[src/sv/cpsc_ram.sv]
// ----------------------------------------------------------------------------
// cpsc_ram
// Generic single-write, single-read synchronous RAM with registered read.
// ----------------------------------------------------------------------------
module cpsc_ram #(
    parameter int WIDTH = 64,
    parameter int DEPTH = 16
) (
    input  logic                     clk,
    input  logic                     wr_en,
    input  logic [$clog2(DEPTH)-1:0] wr_addr,
    input  logic [WIDTH-1:0]         wr_data,
    input  logic [$clog2(DEPTH)-1:0] rd_addr,
    output logic [WIDTH-1:0]         rd_data
);

    logic [WIDTH-1:0] mem [DEPTH];
    logic [WIDTH-1:0] rd_data_reg;

    always_ff @(posedge clk)
    begin
        if (wr_en)
        begin
            mem[wr_addr] <= wr_data;
        end
        rd_data_reg <= mem[rd_addr];
    end

    assign rd_data = rd_data_reg;

endmodule

[config.mk]
export PLATFORM = sky130hd
export DESIGN_NAME = cpsc_ram
export DESIGN_NICKNAME = d
export VERILOG_FILES = /design/src/sv/cpsc_ram.sv
export SDC_FILE = /design/constraint.sdc
export NUM_CORES = 1
export LEC_CHECK = 0
export ABC_AREA = 0
export BUFFER_PORTS_ARGS = -buffer_cell sky130_fd_sc_hd__buf_2
export CORE_UTILIZATION = 47
export DETAILED_ROUTE_END_ITERATION = 16
export MAX_ROUTING_LAYER = met4
export PLACE_DENSITY = 0.68
export SYNTH_ARGS = -nofsm -noshare
export SYNTH_HDL_FRONTEND = slang
export SYNTH_SLANG_ARGS = --single-unit
export TNS_END_PERCENT = 50
[constraint.sdc]
create_clock -name clk -period 14.1 [get_ports clk]
set_input_delay 4.23 -clock clk [delete_from_list [all_inputs] [get_ports clk]]
set_output_delay 4.23 -clock clk [all_outputs]
set_load 0.03 [all_outputs]
# [Yosys cells after proc, flatten, opt, wreduce, memory -nomap -nowiden]
# Memory sizes are Yosys's and may differ from the RTL's. A register that Yosys moved wholly into a read port is not among the register bits.
# Index checks and enable logic that the tools add are counted.
[word_totals] n_memories=1 input_bits=74 mem_bits_rw=1024 wordCells=3 regBits=0 output_inout_bits=64
[memory_table] memory="mem" words=16 word_bits=64 rd=1 rd_clocked_by_memory_dff=1 wr=1 line="17" source="logic [WIDTH-1:0] mem [DEPTH];"
[classes] muxes=2
[ops] op="$mux W1" n=2

# [Longest topological paths before layout]
[logic_depth] word_depth=2 mapped_depth=6 mapped_depth_nobuf=3

# [Worst setup path before layout]
# OpenSTA, ideal clock, no wires.
[synth_path] path_type="input to register" startpoint="input port wr_addr[2]" endpoint="memory mem[0][0], enable pin" path_stages=2 required_time_ns=13.535 path_slack_ns=4.441 setup_ns=0.565 arrival_ns=9.093 cell_sequence="or3b_2 > nor3_1"
[synth_lines] element="start, declared" line="11" source="input logic [$clog2(DEPTH)-1:0] wr_addr,"
[synth_lines] element="end, declared" line="17"
# Straight into the memory's write port.

==> key figures <==
Run status
  – Status: complete, no violations

Clocking
  – Clk pin slew, worst setup/hold paths: 60 ps
  – CTS tree: done
  – Clk_lat worst skew: 650 ps
  – Postcts setup bufs: 0
  – Clk buf depth: 3
  – Root buf cell: clkbuf_16
  – Inserted Clock Buffers: 107
  – Clock Sinks: 1088
  – Post-CTS Hold Buffers: 0
  – H-tree depth: 3
  – Post-CTS sizing: 0

Yosys
  – Yosys reg bits: 1088
  – Yosys cell types: 18
  – Main combinational cell family by area after synthesis: multiplexers
  – Simple logic cell fraction of the synthesized area: 0.942%
  – Synth Area in Compound Gates: 2.43%
  – Avg Synthesized Cell Area: 24.0 µm²
  – Syn_nets: 1721
  – Synth Instances: 1647
  – Adder-cell share of the synthesized area: 0%
  – Mapped Area: 0.0396 mm²
  – XOR/XNOR Fraction of Synth Area: 0%
  – Register area share after synthesis: 80.9%
  – Yosys warning count: 0
  – Multiplexer share of the synthesized area: 14.6%

Die
  – Die width: 292 µm
  – Die height: 292 µm
  – Core area: 0.0836 mm²
  – Die area: 0.0854 mm²
  – I/O pins: 138
  – FP Rows: 106
  – Initial core utilization: 47.4%

Timing
  – Relative slew slack: 27.4%
  – Final Hold Viols: 0
  – Fmax: 144 MHz
  – Clock skew: 14.6 ps
  – Final Max Slew Viols: 0
  – Tmin final: 6950 ps
  – RSZ-0062 raised after global routing: false
  – Worst Tran Pin Value: 1090 ps
  – PnR worst setup slack: 7150 ps
  – Setup violators final: 0
  – Tcrit/Tclk final: 49.3%
  – Setup TNS: 0 ps
  – Hold Slack: 663 ps

Setup path
  – R2R Setup Slk: 12750 ps
  – Worst Setup End Kind: flop
  – CP Data Required Time: 14620 ps
  – CP Launch Type: input port
  – WS Path Type: input port to flop
  – Arrival time worst endpoint: 7470 ps
  – Max FO, Critical Path: 85

Final layout
  – Area grow syn2layout: 14.2%
  – Most frequent cells in the layout: 1024 x edfxtp_1, 256 x mux4_2, 135 x buf_2
  – Post-route cell area: 0.0452 mm²
  – Commonest non-fill, non-tap cell in the layout: edfxtp_1
  – Final core occ: 54.1%
  – Filler cells: 6210
  – Non-filler instance count after layout: 3029
  – Share of cells above drive strength 1: 32.0%
  – Nets: 1924
  – Flip-flop count of the largest register after layout: 1024

GRT
  – Total track usage: 21.4%
  – Vias in the first global route: 18756
  – Initial antenna violation count: 13
  – First-pass GRT wire length: 127000 µm
  – Grt ovf: 0
  – Largest net degree at the start of global routing: 86

Power and ir drop
  – Max VDD drop: 0.0000979 V
  – Tot Pwr: 6.84 mW
  – Leakage: 14.5 nW
  – PD cells: 151 mW/mm²

Drt
  – Total number of vias: 18197
  – Vias/cell: 6.01
  – Drt pass-1 iters: 5
  – Drc violations: 0
  – Initial DRC count: 1904
  – Routed WL: 87700 µm
  – Final ANT Viol Nets: 0
  – Wire per inst: 29.0 µm

Placement
  – Routability Congestion: 0.717
  – Placed wire-length estimate: 42200 µm
  – PortBufs: 137
  – Setup WS pre-CTS: 6500 ps
  – Post-placement cell area: 0.0416 mm²
  – Placed cells: 2821

Flow run
  – Max-cap viol count: 0

Worst hold path
  – HP Class: flop to flop
==> where the power goes <==
group | switching (mW) | internal (mW)
clock | 1.17 | 1.69
sequential | 0.0268 | 3.62
combinational | 0.217 | 0.124
total | 1.41 | 5.43
==> final timing paths <==
| check | from | end | cells after the start |
|---|---|---|---|
| setup / recovery | rd_addr[1] | rd_data[57]$_DFF_P_ | 6 |
| hold / removal | mem[15][23]$_DFFE_PP_ | rd_data[23]$_DFF_P_ | 3 |
| setup reg to reg | mem[11][15]$_DFFE_PP_ | rd_data[15]$_DFF_P_ | 3 |
| hold reg to reg | mem[15][23]$_DFFE_PP_ | rd_data[23]$_DFF_P_ | 3 |
==> cell type report <==
| cell class | count | area (µm²) | share of cell area [%] |
|---|---|---|---|
| Antenna cell | 7 | 17.5 | 0.0387 |
| Clock buffer | 147 | 3010 | 6.66 |
| Clock inverter | 54 | 563 | 1.25 |
| Multi-Input combinational cell | 475 | 7230 | 16.0 |
| Sequential cell | 1088 | 32000 | 70.8 |
| Tap cell | 1080 | 1350 | 2.99 |
| Timing Repair Buffer | 178 | 1010 | 2.24 |
==> worst max-delay path, stage by stage <==
cell and delay, ps:
buf_8 510, buf_4 890, buf_4 900, mux4_2 440
a22oi_1 210, nand2_1 80
==> cells by family (layout without fill, tap and decap cells) <==
logic type,count (synthesis),after routing
AOI/OAI and AO/OA,128,128
other,0,7
muxes,256,256
buffers and inverters,84,379
and+or+nand+nor,91,91
DFF,1088,1088
==> Yosys cell counts <==
cell	instances	area [µm²]
nor2_1	13	48.8
buf_4	6	45.0
or3b_2	1	8.76
nor3_1	4	20.0
nand2b_1	2	12.5
buf_1	16	60.1
nand3b_1	2	15.0
dfxtp_1	64	1280
a22oi_1	128	961
buf_2	13	65.1
nand2_1	65	244
clkbuf_1	36	135
buf_6	13	146
nor2b_1	2	12.5
mux4_2	256	5770
edfxtp_1	1024	30700
nand3_1	1	5.00
and2_1	1	6.26
==> routing by layer <==
layer	wire length (µm)	GRT usage [%]	vias up
li1	-	-	7488
met1	35600	28.9	9805
met2	43300	33.4	757
met3	7020	4.06	147
met4	1820	5.96	0
met5	0	-	-
(Power assumes the default switching activity.)
